File: src/sv/lmc_pkg.sv
// ----------------------------------------------------------------------------
// lmc_pkg
// Shared widths, register indexes and the position flag bundle of the
// 3x3 local maxima counter.
// ----------------------------------------------------------------------------
package lmc_pkg;

  localparam int ROW_W          = 16;  // row_count register
  localparam int COLUMN_COUNT_W = 11;  // column_count register
  localparam int CFG_DATA_W     = 16;  // widest register
  localparam int CFG_INDEX_W    = 1;
  localparam int COUNT_W        = 25;  // maxima_count

  typedef enum logic [CFG_INDEX_W-1:0] {
    REG_ROW_COUNT    = 1'b0,
    REG_COLUMN_COUNT = 1'b1
  } cfg_reg_t;

  // Where the sample just accepted sits in the frame.
  typedef struct packed {
    logic r_ge1;     // row >= 1
    logic r_ge2;     // row >= 2
    logic c_ge1;     // column >= 1
    logic c_ge2;     // column >= 2
    logic last_row;
    logic last_col;
  } pos_flags_t;

endpackage

File: src/sv/lmc_window.sv
// ----------------------------------------------------------------------------
// lmc_window
// 3x3 sample window, four peak judges and the running maxima count.
// ----------------------------------------------------------------------------
module lmc_window #(
  parameter int SAMPLE_BITS = 16
) (
  input  logic                             clk,
  input  logic                             rst,
  input  logic                             restart,
  input  logic                             advance,
  input  lmc_pkg::pos_flags_t              flags,
  input  logic signed [SAMPLE_BITS-1:0]    sample,
  input  logic signed [SAMPLE_BITS-1:0]    upper_rd,
  input  logic signed [SAMPLE_BITS-1:0]    middle_rd,
  output logic [lmc_pkg::COUNT_W-1:0]      frame_total
);

  typedef logic signed [SAMPLE_BITS-1:0] smp_t;

  smp_t win      [3][3];
  smp_t win_next [3][3];
  logic [lmc_pkg::COUNT_W-1:0] running_count;
  logic [7:0] mask11, mask12, mask21, mask22;
  logic pk11, pk12, pk21, pk22;
  logic [2:0] found;

  // Strictly above every enabled neighbour.
  function automatic logic is_peak(input smp_t center, input smp_t nb [8],
                                   input logic [7:0] en);
    logic ok;
    ok = 1'b1;
    for (int i = 0; i < 8; i++) begin
      if (en[i] && (nb[i] >= center)) begin
        ok = 1'b0;
      end
    end
    return ok;
  endfunction

  // Window after this sample's shift; the judges look at it.
  always_comb begin
    for (int k = 0; k < 3; k++) begin
      win_next[k][0] = win[k][1];
      win_next[k][1] = win[k][2];
    end
    win_next[0][2] = upper_rd;
    win_next[1][2] = middle_rd;
    win_next[2][2] = sample;
  end

  // Neighbour order: NW N NE W E SW S SE of each center.
  always_comb begin
    mask11 = {1'b1, 1'b1, flags.c_ge2, 1'b1, flags.c_ge2,
              flags.r_ge2, flags.r_ge2, flags.r_ge2 & flags.c_ge2};
    mask12 = {1'b0, 1'b1, flags.c_ge1, 1'b0, flags.c_ge1,
              1'b0, flags.r_ge2, flags.r_ge2 & flags.c_ge1};
    mask21 = {3'b000, 1'b1, flags.c_ge2,
              flags.r_ge1, flags.r_ge1, flags.r_ge1 & flags.c_ge2};
    mask22 = {3'b000, 1'b0, flags.c_ge1,
              1'b0, flags.r_ge1, flags.r_ge1 & flags.c_ge1};

    pk11 = is_peak(win_next[1][1],
                   '{win_next[0][0], win_next[0][1], win_next[0][2], win_next[1][0],
                     win_next[1][2], win_next[2][0], win_next[2][1], win_next[2][2]},
                   mask11);
    pk12 = is_peak(win_next[1][2],
                   '{win_next[0][1], win_next[0][2], win_next[1][2], win_next[1][1],
                     win_next[1][2], win_next[2][1], win_next[2][2], win_next[1][2]},
                   mask12);
    pk21 = is_peak(win_next[2][1],
                   '{win_next[1][0], win_next[1][1], win_next[1][2], win_next[2][0],
                     win_next[2][2], win_next[2][1], win_next[2][1], win_next[2][1]},
                   mask21);
    pk22 = is_peak(win_next[2][2],
                   '{win_next[1][1], win_next[1][2], win_next[2][2], win_next[2][1],
                     win_next[2][2], win_next[2][2], win_next[2][2], win_next[2][2]},
                   mask22);

    found = 3'(pk11 & flags.r_ge1 & flags.c_ge1)
          + 3'(pk12 & flags.r_ge1 & flags.last_col)
          + 3'(pk21 & flags.last_row & flags.c_ge1)
          + 3'(pk22 & flags.last_row & flags.last_col);

    frame_total = running_count + lmc_pkg::COUNT_W'(found);
  end

  always_ff @(posedge clk) begin
    if (rst) begin
      running_count <= '0;
      for (int k = 0; k < 3; k++) begin
        for (int j = 0; j < 3; j++) begin
          win[k][j] <= '0;
        end
      end
    end else if (restart) begin
      running_count <= '0;
    end else if (advance) begin
      win <= win_next;
      running_count <= (flags.last_row && flags.last_col) ? '0 : frame_total;
    end
  end

endmodule

File: config.mk
export PLATFORM = sky130hd
export DESIGN_NAME = lmc_window
export DESIGN_NICKNAME = d
export VERILOG_FILES = /design/src/sv/lmc_pkg.sv /design/src/sv/lmc_window.sv
export SDC_FILE = /design/constraint.sdc
export NUM_CORES = 1
export LEC_CHECK = 0
export BUFFER_PORTS_ARGS = -buffer_cell sky130_fd_sc_hd__buf_2
export CORE_UTILIZATION = 40
export CTS_CLUSTER_DIAMETER = 60
export DETAILED_ROUTE_END_ITERATION = 10
export PLACE_DENSITY = 0.56
export REMOVE_ABC_BUFFERS = 1
export SYNTH_ARGS = -nofsm -noshare
export SYNTH_HDL_FRONTEND = slang
export SYNTH_SLANG_ARGS = --single-unit
export TNS_END_PERCENT = 1
File: constraint.sdc
create_clock -name clk -period 7.55 [get_ports clk]
set_input_delay 0.3775 -clock clk [delete_from_list [all_inputs] [get_ports clk]]
set_output_delay 0.3775 -clock clk [all_outputs]
set_load 0.02 [all_outputs]
---- After elaboration in Yosys (flattened, before gate mapping) ----
Index checks and enable logic that the tools add are counted.
cells by class
  $add $sub $neg .......................... 4
  multiply operators ...................... 0
  div/mod/pow operators ................... 0
  magnitude comparators ................... 21
  equal/unequal tests ..................... 0
  shifts and indexed selects .............. 0
  muxes and demuxes ....................... 22
  bitwise logic cells ..................... 13
  reduce and logical (&&, ||, !) cells .... 19
operators by type and width
  cell                 number
  $ge A16 B16 Y1       21
  $add A25 B3 Y25      1
  $mux W25             1
  $mux W1              21
  $logic_and A1 B1 Y1  17
  $and A1 B1 Y1        12
  $add A2 B1 Y3        1
  $add A3 B1 Y3        1
  $add A1 B1 Y2        1
  $reduce_and A2 Y1    1
  $reduce_or A2 Y1     1
  $not A1 Y1           1
storage, ports and cells
  bits in registers ....................... 121
  latch bits .............................. 0
  bits in writable memories ............... 0
  bits in read-only memories .............. 0
  output and inout bits ................... 25
  word-level logic and storage cells ...... 86
  memories kept ........................... 0

---- Longest topological paths before layout ----
  word-level depth ........................ 17
  depth in mapped cells ................... 20
  gate-level depth less buffers ........... 20

---- Worst setup path after synthesis ----
Ideal clock, no wire load.
  path type ............................... input -> output
  start ................................... in sample[15]
  end ..................................... out frame_total[22] (netlist name)
  data arrival time ....................... 4.664 ns
  required time ........................... 7.173 ns
  path slack .............................. 2.508 ns
  cell stages on the path ................. 18
  path buffers ............................ 0
  path through ............................ inv_1 ha_1 nand4_1 or4_1 o211ai_1 mux2_2 o21ai_0 o2111ai_1 fa_1 inv_1 fa_1 fa_1 nand2_1 nor3_2 and3_1 nand3_1 nor2_1 xor2_1
on the way
  longest elaborated chain between the ends .. 9
  elaborated cells on any way between the ends .. 27
  classes of those cells .................. 4 x add/sub; 6 x order compare; 6 x mux; 8 x bitwise; 3 x reduce/logical
ends and longest elaborated chain
  element                                                 RTL line          source
  start, declared                                         lmc_window.sv:13  input logic signed [SAMPLE_BITS-1:0] sample,
  branches (longest 7 deep; another with $ge A16 B16 Y1)  --
  $add A3 B1 Y3 (*)                                       lmc_window.sv:83  + 3'(pk22 & flags.last_row & flags.last_col);
  $add A25 B3 Y25 (*)                                     lmc_window.sv:85  frame_total = running_count + lmc_pkg::COUNT_W'(found);
  end, declared                                           lmc_window.sv:16  output logic [lmc_pkg::COUNT_W-1:0] frame_total
Mark *: on every way between the ends.

---- Worst setup path in the final report ----
  start ................................... reg win[62] (netlist name)
  end ..................................... out frame_total[24] (netlist name)
on the way
  longest elaborated chain between the ends .. 16
  elaborated cells on any way between the ends .. 49
  classes of those cells .................. 4 x add/sub; 11 x order compare; 18 x mux; 8 x bitwise; 8 x reduce/logical
ends and longest elaborated chain
  element                      RTL line          source
  start, declared              lmc_window.sv:21  smp_t win [3][3];
  start signal, assigned       lmc_window.sv:99  win <= win_next;
  $ge A16 B16 Y1               lmc_window.sv:34  if (en[i] && (nb[i] >= center)) begin
  $logic_and A1 B1 Y1          lmc_window.sv:34
  $mux W1 (8 in series)        lmc_window.sv:34
  $and A1 B1 Y1 (2 in series)  lmc_window.sv:80  found = 3'(pk11 & flags.r_ge1 & flags.c_ge1)
  $add A1 B1 Y2                lmc_window.sv:81  + 3'(pk12 & flags.r_ge1 & flags.last_col)
  $add A2 B1 Y3                lmc_window.sv:82  + 3'(pk21 & flags.last_row & flags.c_ge1)
  $add A3 B1 Y3 (*)            lmc_window.sv:83
  $add A25 B3 Y25 (*)          lmc_window.sv:85
Mark *: on every way between the ends. The rest lies on a longest branch, timed or not.

==> results.md <==
* Post-detailed-route via-to-cell ratio at 5.455
* Post-synthesis adder-cell area fraction at 29.74%
* # Post-CTS Setup Buffers at 0
* Initial antenna violation count at 1
* Nets at 1673
* R2R cell count at 19
* GR Layer Usage met2 at 38.03%
* Routed Antenna Nets at 0
* Relative slew slack at 22.60%
* XOR/XNOR Fraction of Synth Area at 2.117%
* Peak VDD IR at 0.1361 mV
* Final min period at 5.940 ns
* Synth top cells by count: nand2_1 (261), ha_1 (241), a21oi_1 (192)
* Switch share at 32.39%
* Row count at 58
* Hpwl dp at 23670 um
* Critical path type: reg -> out
* Max-slew violations at 0
* CTS tree: built
* Hold Crit Class: in -> reg
* Status: finished clean
* H-tree depth at 4
* Net Sw Power at 0.6420 mW
* Total power at 1.982 mW
* Worst Tran Pin Value at 1.161 ns
* Number of synthesized flops with an enable pin at 0
* Required time of the critical path at 7.17 ns
* Critical Path Sink Type: output port
* Chip height at 162.8 um
* IO Pins at 83
* Inst Count DP at 1682
* GR Util met1 at 33.66%
* Gate power share at 20.5%
* CTS hold repair buffers at 0
* Clock network latency to the later pin of the worst-skew pair at 0.43 ns
* PD cells at 169.8 nW/um^2
* Synth unique cells at 61
* Mux cell area share after synthesis at 1.004%
* Largest net degree at the start of global routing at 97
* # fillers at 2571
* Compound-cell area share of the yosys netlist at 18.69%
* Int Pwr at 1.340 mW
* Largest area contributor in the netlist: ha_1
* Reg power frac at 34.2%
* Syn Std Cell Area at 10340 um^2
* Clock sink count at 121
* Number of clock buffers inserted by TritonCTS at 17
* Sequential-to-total area share from yosys stat at 23.42%
* First-pass GRT wire length at 49360 um
* # port buffers at 82
* Worst Path Max Fanout at 7
* Startpoint type of the worst setup path: flip-flop
* Root Buffer: clkbuf_16
* Main combinational cell family by area after synthesis: adder cells
* Synth top area cells: ha_1 (29%), dfxtp_1 (23%), nand2_1 (9.5%)
* Routability cong. at 0.8689
* Crit path DAT at 5.56 ns
* Die footprint at 26500 um^2
* Clock buffer depth at 2
* Congestion Overflow GR at 0
* Clk pwr share at 45.4%
* Layout cells sized above 1 at 9.610%
* Dominant register cell in the synthesized netlist: dfxtp_1
* Yosys reg bits at 121
* Final wirelength at 30620 um
* Final hold vios at 0
* Max Cap Viol at 0
* Fmax at 168.4 MHz
* Final core occ at 46.21%
* Post_cts resized at 0
* Fin crit share at 78.67%
* Final Non-Filler Cells at 1715
* GRT Max-Usage Layer: met2
* Grt met3 use at 3.514%
* DRC at 0
* Synthesized instance count at 1308
* Clock skew at 0.01149 ns
* Vias post-DR at 9355
* Most common cell in the netlist: nand2_1
* Yosys warns at 0
* Async SR Flop Fraction at 0%
* GR Util All Layers at 24.06%
* Clock-pin slew on the worst setup and hold paths at 0.07 ns
* Avg WL per Cell at 17.85 um
* Initial Utilization at 40.95%
* Leakage at 5.344 nW
* RSZ-0062 raised after global routing: false
* Initial DRC count at 499
* Die Width at 162.8 um
* Area growth from synthesis to layout at 12.85%
* Pre-antenna DRT Iters at 5
* FF+latch area at 2422 um^2
* Hold Path Stages at 3
* Vias in the first global route at 8918
* Simple-gate share of the synthesized area at 20.45%
* Core ar. at 25250 um^2
* Yosys top cell area share at 29.16%
* Syn avg cell area at 7.907 um^2
* Setup TNS at 0 ns
* Area of the multi-input gates at 7461 um^2
* Setup Viol. Count Final at 0
flip-flops by register name, summed over array words and instances (netlist names):
register,cells
win,96
running_count,25
kinds of logic (layout without fill, tap and decap cells):
family | count (synthesis) | in the layout
AO/OA/AOI/OAI | 327 | 327
buffers and inverters | 124 | 200
flip-flops | 121 | 121
adder cells (fa/ha/maj) | 244 | 244
XOR/XNOR | 25 | 25
other | 0 | 1
AND/OR/NAND/NOR | 457 | 457
multiplexers | 10 | 10
layout by cell type, fill, tap and decap left out, types with 5 or more instances in the layout:
master / instances
xnor2_1: 15
and3_1: 5
inv_1: 82
nand2_1: 261
clkbuf_16: 17
dfxtp_1: 121
o21a_1: 5
o21ai_0: 29
buf_2: 81
a21o_1: 33
a211oi_1: 9
a2111oi_0: 8
nor2b_1: 12
xor2_1: 10
inv_6: 6
nand3_1: 22
o211ai_1: 12
nor4_1: 10
nor3_1: 12
a22oi_1: 11
nand4_1: 52
mux2i_1: 7
nand2b_1: 6
a21oi_1: 192
o2111ai_1: 5
a31oi_1: 5
ha_1: 241
nor2_1: 48
routing by layer:
metal / part of all wire (%) / up-vias
met2: 44 / 171
met1: 49 / 4289
met5: 0 / -
met4: 1.7 / 0
li1: - / 4856
met3: 4.6 / 39
path summary, 6_finish.rpt:
check / start / slack, ns / to
worst min-delay path: sample[8] / 0.19 / win[8]$_SDFFE_PP0P_
worst max register to register: win[62]$_SDFFE_PP0P_ / 2.30 / running_count[24]$_SDFFE_PP0P_
worst min register to register: running_count[0]$_SDFFE_PP0P_ / 0.45 / running_count[0]$_SDFFE_PP0P_
worst max-delay path: win[62]$_SDFFE_PP0P_ / 1.61 / frame_total[24]
power groups by stage:
stage / registers (mW) / logic [mW] / clock network [mW]
global route: 0.680 / 0.462 / 0.943
global placement: 0.692 / 0.394 / 0
CTS: 0.678 / 0.404 / 0.917
floorplan: 0.682 / 0.265 / 0
detailed placement: 0.692 / 0.401 / 0
finish: 0.678 / 0.405 / 0.899
per-stage QoR:
step	hold WS [ns]	worst slack, ns	area, um^2
final	0.1861	1.610	11670
after global routing	0.1870	1.099	11670
after CTS	0.1741	1.602	11670
after detailed placement	0.4486	1.918	11040
after global placement	0.4426	2.012	11040
after floorplan	0.4303	2.510	10180
cell type report:
cell class              instances  share of cell area (%)
clock inverters                15                   1.715
multi-input cells            1063                   63.93
clock buffers                  17                   3.645
repair buffers                 85                   3.731
well taps                     330                   3.538
diodes                          1                 0.02144
inverters                      83                   2.669
flip-flops and latches        121                   20.75
worst max-delay path: stages, from the launching register on:
cell and delay, ns:
dfxtp_1 0.41, ha_1 0.35, nand4_1 0.23, nor4_2 0.52, o21ai_1 0.14, nand3_1 0.11
mux2_2 0.35, a31oi_1 0.22, o2111ai_1 0.17, fa_1 0.55, inv_1 0.06, fa_1 0.46
fa_1 0.47, nand2_1 0.16, nor3_2 0.10, and3_1 0.19, nand3_1 0.20, nor2_1 0.08
xor2_1 0.17, buf_2 0.19
Power figures use the tool's default switching activity.
